[src/design/ffd_pkg.sv]
package ffd_pkg;

  localparam int DEFAULT_BUFFER_DEPTH = 65536;
  localparam int SAMPLE_BITS          = 16;

  localparam int FB_SCALE  = 64225;
  localparam int BASE_TIME = 12884902;
  localparam int MOD_TIME  = 8589935;

  localparam logic [17:0] RST_SAMPLE_RATE = 18'd48000;
  localparam logic [16:0] RST_WET_MIX     = 17'd32768;
  localparam logic [15:0] RST_SMOOTH_COEF = 16'd131;

  typedef enum logic [2:0] {
    REG_SAMPLE_RATE  = 3'd0,
    REG_DELAY_TIME   = 3'd1,
    REG_FEEDBACK     = 3'd2,
    REG_WET_MIX      = 3'd3,
    REG_MODE         = 3'd4,
    REG_SMOOTH_COEF  = 3'd5
  } ffd_reg_t;

  typedef enum logic [3:0] {
    ST_IDLE,
    ST_SMOOTH_MUL,
    ST_SMOOTH_UPD,
    ST_DELAY_MUL,
    ST_ADDR,
    ST_RD0,
    ST_RD1,
    ST_INTERP,
    ST_COMMIT,
    ST_MIX,
    ST_EMIT
  } ffd_state_t;

  typedef struct packed {
    logic load;
    logic smooth_mul;
    logic smooth_upd;
    logic delay_mul;
    logic addr;
    logic rd0;
    logic rd1;
    logic interp;
    logic commit;
    logic mix;
    logic emit;
  } ffd_cmd_t;

  function automatic logic signed [SAMPLE_BITS-1:0] sat_sample(input logic signed [39:0] x);
    logic signed [39:0] hi;
    logic signed [39:0] lo;
    hi = 40'sd1 <<< (SAMPLE_BITS - 1);
    hi = hi - 40'sd1;
    lo = -hi - 40'sd1;
    if (x > hi) begin
      return hi[SAMPLE_BITS-1:0];
    end else if (x < lo) begin
      return lo[SAMPLE_BITS-1:0];
    end
    return x[SAMPLE_BITS-1:0];
  endfunction

endpackage

[src/design/ffd_ctrl.sv]
module ffd_ctrl (
  input  logic             clk,
  input  logic             rst,
  input  logic             s_tvalid,
  output logic             s_tready,
  output logic             m_tvalid,
  input  logic             m_tready,
  output ffd_pkg::ffd_cmd_t cmd
);
  import ffd_pkg::*;

  ffd_state_t state;
  ffd_state_t state_next;

  always_ff @(posedge clk) begin
    if (rst) begin
      state <= ST_IDLE;
    end else begin
      state <= state_next;
    end
  end

  always_comb begin
    state_next = state;
    cmd        = '0;
    s_tready   = 1'b0;
    unique case (state)
      ST_IDLE: begin
        s_tready = 1'b1;
        if (s_tvalid) begin
          cmd.load   = 1'b1;
          state_next = ST_SMOOTH_MUL;
        end
      end
      ST_SMOOTH_MUL: begin
        cmd.smooth_mul = 1'b1;
        state_next     = ST_SMOOTH_UPD;
      end
      ST_SMOOTH_UPD: begin
        cmd.smooth_upd = 1'b1;
        state_next     = ST_DELAY_MUL;
      end
      ST_DELAY_MUL: begin
        cmd.delay_mul = 1'b1;
        state_next    = ST_ADDR;
      end
      ST_ADDR: begin
        cmd.addr   = 1'b1;
        state_next = ST_RD0;
      end
      ST_RD0: begin
        cmd.rd0    = 1'b1;
        state_next = ST_RD1;
      end
      ST_RD1: begin
        cmd.rd1    = 1'b1;
        state_next = ST_INTERP;
      end
      ST_INTERP: begin
        cmd.interp = 1'b1;
        state_next = ST_COMMIT;
      end
      ST_COMMIT: begin
        cmd.commit = 1'b1;
        state_next = ST_MIX;
      end
      ST_MIX: begin
        cmd.mix    = 1'b1;
        state_next = ST_EMIT;
      end
      ST_EMIT: begin
        if (!m_tvalid || m_tready) begin
          cmd.emit   = 1'b1;
          state_next = ST_IDLE;
        end
      end
      default: begin
        state_next = ST_IDLE;
      end
    endcase
  end

  always_ff @(posedge clk) begin
    if (rst) begin
      m_tvalid <= 1'b0;
    end else if (cmd.emit) begin
      m_tvalid <= 1'b1;
    end else if (m_tready) begin
      m_tvalid <= 1'b0;
    end
  end

endmodule

[config.mk]
export PLATFORM = sky130hd
export DESIGN_NAME = ffd_ctrl
export DESIGN_NICKNAME = d
export VERILOG_FILES = /design/src/design/ffd_pkg.sv /design/src/design/ffd_ctrl.sv
export SDC_FILE = /design/constraint.sdc
export NUM_CORES = 1
export LEC_CHECK = 0
export BUFFER_PORTS_ARGS = -buffer_cell sky130_fd_sc_hd__buf_2
export CORE_AREA = 2 2 39 41
export DETAILED_ROUTE_END_ITERATION = 10
export DIE_AREA = 0 0 41 43
export GPL_TIMING_DRIVEN = 0
export PLACE_DENSITY = 0.48
export SETUP_SLACK_MARGIN = 0.1
export SLEW_MARGIN = 20
export SYNTH_ARGS = -nofsm -noshare
export SYNTH_HDL_FRONTEND = slang
export SYNTH_SLANG_ARGS = --single-unit
[constraint.sdc]
create_clock -name clk -period 1.3 [get_ports clk]
set_input_delay 0.13 -clock clk [delete_from_list [all_inputs] [get_ports clk]]
set_output_delay 0.13 -clock clk [all_outputs]
set_load 0.005 [all_outputs]
# After elaboration in Yosys (flattened, before gate mapping)
# Cells that the tools add are included.
# totals
in_bits	4
ff_bits	5
# classes
n_mux	19
reduce_logical	5
n_eq_ne	12
# op_table
cell	n
4-bit one-hot mux with 11 select lines	1
4-bit by 3-bit equality test with 1-bit output (second input constant)	4
1-bit 2-to-1 mux	16
4-bit equality test (second input constant)	3
4-bit by 2-bit equality test with 1-bit output (second input constant)	2
4-bit 2-to-1 mux	2
4-bit by 1-bit equality test with 1-bit output (second input constant)	1
4-bit logical NOT	1
2-bit inequality test (second input constant)	2
2-bit AND reduction	1
2-bit nonzero test	1
1-bit logical NOT	1
1-bit logical OR	1

# Logic depth before layout (Yosys ltp)
# Gate-level depths: netlist of run 1.
# depth
ltp_word	5
depth_mapped	4

# Least setup slack after synthesis of run 1
# No wires, ideal clock.
# synth_timing
path_type	flip-flop to output port
start	reg state[1]
end	out cmd[10] in the netlist's numbering
arrival_time_ns	0.944
stages_incl_launch_ff	4
setup_slack_ns	0.226
cell_sequence	dfxtp_1 -> buf_2 -> nor4_2 -> and2_1
# synth_rtl
element	line	text
start: declaration	ffd_ctrl.sv:12	ffd_state_t state;
start signal: assignment	ffd_ctrl.sv:19	state <= state_next;
end: declaration	ffd_ctrl.sv:8	output ffd_pkg::ffd_cmd_t cmd

==> metrics.md, run 1 <==
| Metric | Value |
|---|---|
| Status | `complete, but fails checks` |
| Failing checks | `setup timing` |
| Power Total | `0.5789 mW` |
| Die height | `43 um` |
| Clock Path Buffers | `2` |
| Mapped Cells | `42` |
| Remaining DRCs | `0` |
| Layout Cells excl Fill | `91` |
| Yosys warnings | `0` |
| Syn Area/Cell | `8.014 um2` |
| Setup violations, final | `2` |
| CP Capture Type | `primary output` |
| Critical path buffers and inverters | `2` |
| Minimum clock period | `1.315 ns` |
| WS Path Type | `flop to primary output` |
| Part of the Yosys area used for sequential elements | `0.2974` |
| Cell family with most CP delay | `simple AND/OR/NAND/NOR gates` |
| CTS tree | `done` |
| GRT Total Usage | `0.1318` |
| Core area | `1384 um2` |
| Max-cap viol count | `0` |
| Unrepaired setup endpoints after global routing | `yes` |
| Cell Area, Synth | `336.6 um2` |
| CTS Sinks | `5` |
| Final instance area | `694.4 um2` |
| CP cell instances | `buf_6 -> nor4_4 -> and2_1 -> buf_2` |
| Critical Path Fanout Max | `3` |
| Area leader, netlist | `dfxtp_1` |
| Vias/cell | `4.648` |
| Worst-Margin Slew | `0.2147 ns` |
| Clk_lat worst skew | `0.24 ns` |
| Via Count | `423` |
| Antenna violations before repair | `0` |
| Crit-path max cell delay | `0.32 ns` |
| Final HPWL DP | `593.1 um` |
| Routed WL | `1104 um` |
| Synth area leaders | `dfxtp_1 30%, nor3_1 8.9%, nor2_1 5.6%, buf_2 4.5%, nand2b_4 4.1%` |
| Top-area cell type share of the netlist area | `0.2974` |
| LEAKAGE | `0.3330 nW` |
| Starting Density | `0.2432` |
| Final hold vios | `0` |
| Syn nets | `46` |
| Period utilization | `1.012` |
| Top Ports | `17` |
| Placed cells | `74` |
| Critical Path RT | `1.17 ns` |
| Port bufs | `16` |
| Arrival @ worst endpoint | `1.19 ns` |
| Post-DP Area | `436.7 um2` |
| Final Skew | `0.003206 ns` |
| GPL Wtd Cong | `0.6865` |
| Max transition margin | `0.8548` |
| #FFs+latches synth | `5` |
| Share of cells above drive strength 1 | `0.7600` |
| Max Clk Rate | `760.4 MHz` |
| H-tree level count | `1` |
| First drt pass iteration count | `4` |
| Num rows | `14` |
| Peak supply drop | `287.9 uV` |
| Crit path launch type | `flop` |
| ANT cells | `0` |
| DR WL/cell | `12.13 um` |
| Setup WS post-layout | `-0.01506 ns` |
| Die width | `41 um` |
| Yosys cell types | `24` |
| Antenna viol nets, final | `0` |
| Fill cells | `133` |
| Largest net degree at the start of global routing | `10` |
| HP Class | `primary input to flop` |
| Layout net count | `80` |
| Total gr overflow | `0` |
| Power Dens Cells | `833.6 nW/um2` |
| First-pass GRT wire length | `1518 um` |
| CTS root buf | `clkbuf_4` |
| Clk slew on worst S/H paths | `0.04 ns` |
| Vias in the first global route | `375` |
| Max-slew violation count | `0` |
| Total die area | `1763 um2` |
| CTS Buf Count | `3` |
| Number of DRC markers in iteration 0 | `4` |
| Slowest CP cell | `dfxtp_2` |
| Final Core Density | `0.5018` |
| Area Growth Syn to Fin | `106.3%` |
==> cell type report <==
cell class | count | area, um2 | area share
clock buffers | 4 | 26.28 | 0.03784
multi-input cells | 33 | 305.3 | 0.4396
flip-flops and latches | 5 | 107.6 | 0.1550
plain buffers | 4 | 48.80 | 0.07027
repair buffers | 29 | 186.4 | 0.2685
well taps | 16 | 20.02 | 0.02883
==> cells in the final DEF (no fill, tap or decap), types with 2 or more instances in the layout <==
cell and count:
dfxtp_2 3, nand2b_4 3, a21oi_1 2, buf_2 17, buf_4 9, buf_6 6
nor4_4 2, nor2_2 4, nor3_2 3, nor3_1 2, clkbuf_4 3
==> flip-flops by register name, summed over array words and instances (netlist names) <==
name,cells
state,4
m_tvalid,1
==> stage by stage <==
step	TNS [ns]	hold WS, ns	worst slack [ns]
3_3_place_gp	0	0.3714	0.1528
2_1_floorplan	0	0.1991	0.2256
3_5_place_dp	0	0.3696	0.1563
6_report	-0.01975	0.1208	-0.01506
4_1_cts	-0.02822	0.1034	-0.02822
5_1_grt	-0.1613	0.1081	-0.06977
==> worst paths after layout <==
check	startpoint	end	slack, ns	depth (start not counted)
max reg2reg	state[3]	state[3]	0	5
max	state[3]	cmd[10]	-0.02	4
min reg2reg	m_tvalid	m_tvalid	0.52	2
min	rst	state[1]	0.12	2
==> where the power goes <==
| group | switching (mW) | total (mW) | internal, mW |
|---|---|---|---|
| clock | 0.0619 | 0.178 | 0.116 |
| combinational | 0.103 | 0.225 | 0.122 |
| sequential | 0.0110 | 0.176 | 0.165 |
| total | 0.176 | 0.579 | 0.403 |
==> cells by family after synthesis <==
logic type | share of synthesized area
simple gates | 0.4573
xor+xnor | 0.05205
flops | 0.2974
compound gates | 0.1152
buf+inv | 0.07805
==> synthesized netlist by cell type <==
master and count:
or4b_1 1, nor3_1 6, and2_1 1, o22a_1 1
xor2_1 1, nand2_1 2, nor2b_1 1, nand2b_1 2
nor4b_1 1, xnor2_1 1, nor4_1 1, a21oi_1 2
nand2b_4 1, a21o_1 1, a211oi_1 1, or2b_1 1
buf_2 3, nand2b_2 1, dfxtp_1 5, nor2_1 5
nand3_1 1, buf_6 1, nor4_2 1, o21ai_0 1
==> layer usage <==
| metal | vias up | track usage | part of all wire |
|---|---|---|---|
| li1 | 213 | - | - |
| met1 | 197 | 0.1133 | 0.36 |
| met2 | 11 | 0.2344 | 0.60 |
| met3 | 2 | 0.03141 | 0.025 |
| met4 | 0 | 0.1000 | 0.013 |
| met5 | - | 0 | 0 |
==> repair_timing <==
action                                  CTS  global route
gates cloned                              0             1
resized for setup                        20            14
buffers inserted                         12             0
hold buffers                              0             0
endpoints found under the setup margin   12            14
pin swaps                                 4             3
==> worst reg2reg max path, cell delays in order, from the launching register on <==
cell and delay, ns:
dfxtp_2 0.33, buf_6 0.12, buf_4 0.12, buf_6 0.11, or4b_1 0.42, a21oi_1 0.14
Note: power is estimated with default switching activity, not from simulation.
==> run 2, diff against run 1 <==
--- a/config.mk
+++ b/config.mk
@@ -12,6 +12,7 @@
 export GPL_TIMING_DRIVEN = 0
 export PLACE_DENSITY = 0.48
 export SETUP_SLACK_MARGIN = 0.1
+export SKIP_CTS_REPAIR_TIMING = 1
 export SLEW_MARGIN = 20
 export SYNTH_ARGS = -nofsm -noshare
 export SYNTH_HDL_FRONTEND = slang
==> run 2 against run 1 <==
  * The flow still finishes with violations (setup timing)
  * Count of clock-buffer cells in the layout stayed put
  * Flip-flop and latch count did not move
  * Register-to-register slack gained 0.19 ns
  * Power down 5.7%
  * Hold slack lost 0.011 ns
  * Clock power barely moved
  * Sequential share of layout area grew 3.0 points
  * Setup slack got worse by 0.015 ns
  * Combinational power down 15%
  * Fmax decreased by 1.1%
==> metrics.md, run 2 (same netlist as run 1, synthesis figures left out) <==
| Metric | Value |
|---|---|
| GRT Total Usage | `0.1056` |
| Crit path launch type | `flop` |
| Num rows | `14` |
| Die height | `43 um` |
| Crit-path max cell delay | `0.33 ns` |
| Max-slew violation count | `0` |
| Largest registers | `state: 4 flops, m_tvalid: 1 flops` |
| Power Total | `0.5460 mW` |
| Antenna viol nets, final | `0` |
| Vias/cell | `4.690` |
| CTS root buf | `clkbuf_4` |
| Most common cell after layout, fill and taps aside | `buf_2` |
| Arrival @ worst endpoint | `1.20 ns` |
| Max-cap viol count | `0` |
| Hold Slack | `0.1094 ns` |
| CTS tree | `done` |
| Combinational power share | `0.352` |
| Critical Path Fanout Max | `8` |
| Placed cells | `74` |
| Hold_sp | `rst` |
| H-tree level count | `1` |
| Total die area | `1763 um2` |
| Clk slew on worst S/H paths | `0.04 ns` |
| Failing checks | `setup timing` |
| Largest net degree at the start of global routing | `11` |
| R2r worst-path depth | `3` |
| Pint | `0.3903 mW` |
| CTS Sinks | `5` |
| Period utilization | `1.023` |
| Max Clk Rate | `752.1 MHz` |
| Share of cells above drive strength 1 | `0.6197` |
| Largest register FFs | `4` |
| HP Class | `primary input to flop` |
| Peak supply drop | `287.3 uV` |
| Final Core Density | `0.4213` |
| Reg power frac | `0.320` |
| DR WL/cell | `10.74 um` |
| Final hold vios | `0` |
| Worst-Margin Slew | `0.2332 ns` |
| R2r startpoint | `state[3]` |
| Setup WS post-layout | `-0.02965 ns` |
| First-pass GRT wire length | `1214 um` |
| LEAKAGE | `0.2845 nW` |
| Clk_lat worst skew | `0.24 ns` |
| Reg2reg setup slack | `0.19 ns` |
| Minimum clock period | `1.330 ns` |
| CTS Buf Count | `3` |
| First drt pass iteration count | `4` |
| Unrepaired setup endpoints after global routing | `yes` |
| FF-to-FF End | `state[3]` |
| Number of DRC markers in iteration 0 | `5` |
| Routed WL | `934 um` |
| Antenna violations before repair | `0` |
| Via Count | `408` |
| Hold Path Cell Cnt | `2` |
| Final HPWL DP | `593.1 um` |
| Top Ports | `17` |
| Final Skew | `0.0005984 ns` |
| Cell family with most CP delay | `simple AND/OR/NAND/NOR gates` |
| Setup TNS | `-0.02965 ns` |
| Port bufs | `16` |
| CP cell instances | `buf_6 -> nor4_4 -> and2_1 -> buf_2` |
| Slowest CP cell | `dfxtp_2` |
| Layout Cells excl Fill | `87` |
| Layout net count | `76` |
| Remaining DRCs | `0` |
| Clock power share | `0.328` |
| Vias in the first global route | `278` |
| Setup violations, final | `1` |
| Total gr overflow | `0` |
| Sw Share | `0.2852` |
| Commonest non-fill, non-tap cells in the layout | `18 x buf_2, 7 x buf_4, 4 x buf_6, 4 x nor3_1` |
| Reg with most FFs | `state` |
| Hold Path End | `state[1]` |
| CP Capture Type | `primary output` |
| Starting Density | `0.2432` |
| Switching pwr | `0.1557 mW` |
| ANT cells | `0` |
| Die width | `41 um` |
| GPL Wtd Cong | `0.6865` |
| Critical Path RT | `1.17 ns` |
| Area Growth Syn to Fin | `73.23%` |
| Core area | `1384 um2` |
| Clock Path Buffers | `2` |
| Power Dens Cells | `936.5 nW/um2` |
| WS Path Type | `flop to primary output` |
| Status | `complete, but fails checks` |
| Critical path buffers and inverters | `2` |
| Max transition margin | `0.8431` |
-- run 2: cell count changes in the layout (fill, tap and decap cells not counted), moves of 2 or more --
| cell | before | now |
|---|---|---|
| buf_4 | 9 | 7 |
| buf_6 | 6 | 4 |
| nor2_1 | 0 | 3 |
| nor2_2 | 4 | 2 |
| nor3_1 | 2 | 4 |
-- run 2: power by group through the flow --
stage | Combinational (mW) | Sequential [mW] | Clock, mW
finish | 0.192 | 0.175 | 0.179
global route | 0.209 | 0.176 | 0.201
CTS | 0.119 | 0.170 | 0.187
detailed placement | 0.119 | 0.173 | 0
global placement | 0.120 | 0.173 | 0
floorplan | 0.0801 | 0.171 | 0
-- run 2: worst max-delay path by stage --
stage                         end  cells after the start  startpoint  slack, ns
after global routing      cmd[10]                      4    state[0]      -0.08
after CTS                 cmd[10]                      4    state[1]      -0.11
final                     cmd[10]                      4    state[1]      -0.03
after floorplan           cmd[10]                      3    state[1]       0.23
after global placement    cmd[10]                      4    state[1]       0.15
after detailed placement  cmd[10]                      4    state[1]       0.16
-- run 2: cell type report --
type / count / area (um2)
fillers: 153 / 800.8
plain buffers: 4 / 45.04
well taps: 16 / 20.02
repair buffers: 25 / 142.6
multi-input cells: 33 / 241.5
flip-flops and latches: 5 / 107.6
clock buffers: 4 / 26.28
-- run 2: per-stage QoR --
step           setup slack, ns  cell area [um2]
2_1_floorplan           0.2256            336.6
3_3_place_gp            0.1528            436.7
3_5_place_dp            0.1563            436.7
4_1_cts                -0.1128            462.9
5_1_grt               -0.07946            583.1
6_report              -0.02965            583.1
-- run 2: per-layer routing --
layer  up-vias  routed length, um  GRT usage
met5         -                  0          0
met3         2                 36    0.03141
met4         0                 14     0.1000
met1       190                385     0.1133
met2        11                497     0.1531
li1        205                  -          -
-- run 2: worst register-to-register path: stages, from the launching register on --
cell and delay, ns:
dfxtp_2 0.33, buf_6 0.14, or4b_1 0.43, a21oi_1 0.13
==> run 3, diff against run 2 <==
--- a/config.mk
+++ b/config.mk
@@ -6,11 +6,14 @@
 export NUM_CORES = 1
 export LEC_CHECK = 0
 export BUFFER_PORTS_ARGS = -buffer_cell sky130_fd_sc_hd__buf_2
+export CELL_PAD_IN_SITES_DETAIL_PLACEMENT = 0
+export CELL_PAD_IN_SITES_GLOBAL_PLACEMENT = 1
 export CORE_AREA = 2 2 39 41
 export DETAILED_ROUTE_END_ITERATION = 10
 export DIE_AREA = 0 0 41 43
 export GPL_TIMING_DRIVEN = 0
-export PLACE_DENSITY = 0.48
+export PLACE_DENSITY = 0.65
+export RECOVER_POWER = 100
 export SETUP_SLACK_MARGIN = 0.1
 export SKIP_CTS_REPAIR_TIMING = 1
 export SLEW_MARGIN = 20
==> run 3 against run 2 <==
  * Final area fell by 4.1%
  * Cell count decreased by 3.4%
  * Critical path type unchanged
  * Sequential share of layout area rose by 0.78 points
  * Largest power group is now the clock network
  * Fmax down 1.3%
  * Critical endpoint unchanged
  * Largest cell class unchanged
  * The run still ends with setup timing left
  * Highest routed layer unchanged
==> metrics.md, run 3 (same netlist as run 1, synthesis figures left out) <==
| Metric | Value |
|---|---|
| Status | `complete, but fails checks` |
| Failing checks | `setup timing` |
| Worst-Margin Slew | `0.2494 ns` |
| Unrepaired setup endpoints after global routing | `yes` |
| R2r startpoint | `state[3]` |
| Routed WL | `894 um` |
| Setup WS post-layout | `-0.04765 ns` |
| Peak supply drop | `534.3 uV` |
| Largest registers | `state: 4 flops, m_tvalid: 1 flops` |
| Total gr overflow | `0` |
| DR WL/cell | `10.64 um` |
| Core area | `1384 um2` |
| Final hold vios | `0` |
| Arrival @ worst endpoint | `1.22 ns` |
| GRT Total Usage | `0.1095` |
| Critical Path RT | `1.17 ns` |
| Crit path launch type | `flop` |
| Period utilization | `1.037` |
| Commonest non-fill, non-tap cells in the layout | `17 x buf_2, 5 x nor2_1, 5 x buf_4` |
| Die width | `41 um` |
| Max transition margin | `0.8322` |
| GPL Wtd Cong | `0.7170` |
| CTS Sinks | `5` |
| Clock Path Buffers | `2` |
| Number of DRC markers in iteration 0 | `4` |
| Hold_sp | `rst` |
| ANT cells | `0` |
| Remaining DRCs | `0` |
| Layout net count | `73` |
| R2r worst-path depth | `3` |
| Reg2reg setup slack | `0.19 ns` |
| Top Ports | `17` |
| Setup violations, final | `1` |
| Port bufs | `16` |
| Fill cells | `148` |
| Final Core Density | `0.4042` |
| Via Count | `394` |
| Share of cells above drive strength 1 | `0.5735` |
| Reg with most FFs | `state` |
| Hold Path Cell Cnt | `2` |
| Total die area | `1763 um2` |
| Area Growth Syn to Fin | `66.17%` |
| Final Skew | `0.002327 ns` |
| Max Clk Rate | `742.0 MHz` |
| Die height | `43 um` |
| Reg area | `107.6 um2` |
| Vias/cell | `4.690` |
| Antenna violations before repair | `0` |
| Minimum clock period | `1.348 ns` |
| Starting Density | `0.2432` |
| Max-cap viol count | `0` |
| Hold Path End | `state[1]` |
| Critical Path Fanout Max | `5` |
| Final instance area | `559.3 um2` |
| CTS tree | `done` |
| Max-slew violation count | `0` |
| Final HPWL DP | `615.7 um` |
| FF-to-FF End | `state[3]` |
| Vias in the first global route | `316` |
| CP Capture Type | `primary output` |
| Post-DP Area | `436.7 um2` |
| Power Dens Cells | `944.9 nW/um2` |
| Num rows | `14` |
| Antenna viol nets, final | `0` |
| LEAKAGE | `0.2719 nW` |
| HP Class | `primary input to flop` |
| H-tree level count | `1` |
| CTS Buf Count | `3` |
| Clk_lat worst skew | `0.25 ns` |
| Multi-input logic area | `234.0 um2` |
| First-pass GRT wire length | `1283 um` |
| WS Path Type | `flop to primary output` |
| First drt pass iteration count | `4` |
| Largest net degree at the start of global routing | `11` |
| Largest register FFs | `4` |
| CTS root buf | `clkbuf_4` |
| Clk slew on worst S/H paths | `0.04 ns` |
| Most common cell after layout, fill and taps aside | `buf_2` |
-- run 3: layout make-up --
cell class | instances | share of cell area
buffer | 4 | 0.08725
clock buffer | 4 | 0.04698
sequential | 5 | 0.1924
timing repair buffer | 22 | 0.2192
multi-input combinational | 33 | 0.4183
tap | 16 | 0.03579
-- run 3: worst max path at each step --
stage	startpoint	endpoint	slack [ns]	cells after the start
after CTS	state[1]	cmd[10]	-0.12	4
after global routing	state[0]	cmd[10]	-0.11	4
final	state[0]	cmd[10]	-0.05	4
after detailed placement	state[1]	cmd[10]	0.15	4
after global placement	state[1]	cmd[10]	0.16	4
after floorplan	state[1]	cmd[10]	0.23	3
-- run 3: report_power, final --
part	switching, mW	internal, mW	leakage, nW
registers	0.0102	0.165	0.0427
logic	0.0758	0.0957	0.214
clock network	0.0660	0.116	0.0150
total	0.152	0.376	0.272
-- run 3: per-layer routing --
layer | global-route usage | vias up | share of wire
li1 | - | 201 | -
met1 | 0.1129 | 178 | 0.43
met2 | 0.1844 | 13 | 0.50
met3 | 0.01571 | 2 | 0.051
met4 | 0.08000 | 0 | 0.019
met5 | 0 | - | 0
-- run 3: critical path: stages (launching register included) --
cell and delay, ns:
dfxtp_2 0.32, buf_6 0.13, nor4_4 0.27, and2_1 0.15, buf_2 0.10
-- run 3: metrics by stage --
step	setup WS (ns)	TNS [ns]	power, mW	instances	hold slack [ns]
after floorplan	0.2256	0	0.2515	42	0.1991
after global placement	0.1612	0	0.2927	74	0.3718
after detailed placement	0.1471	0	0.2926	74	0.3678
after CTS	-0.1188	-0.5162	0.4777	78	0.1124
after global routing	-0.1134	-0.2998	0.5664	84	0.1224
final	-0.04765	-0.04765	0.5285	84	0.1110
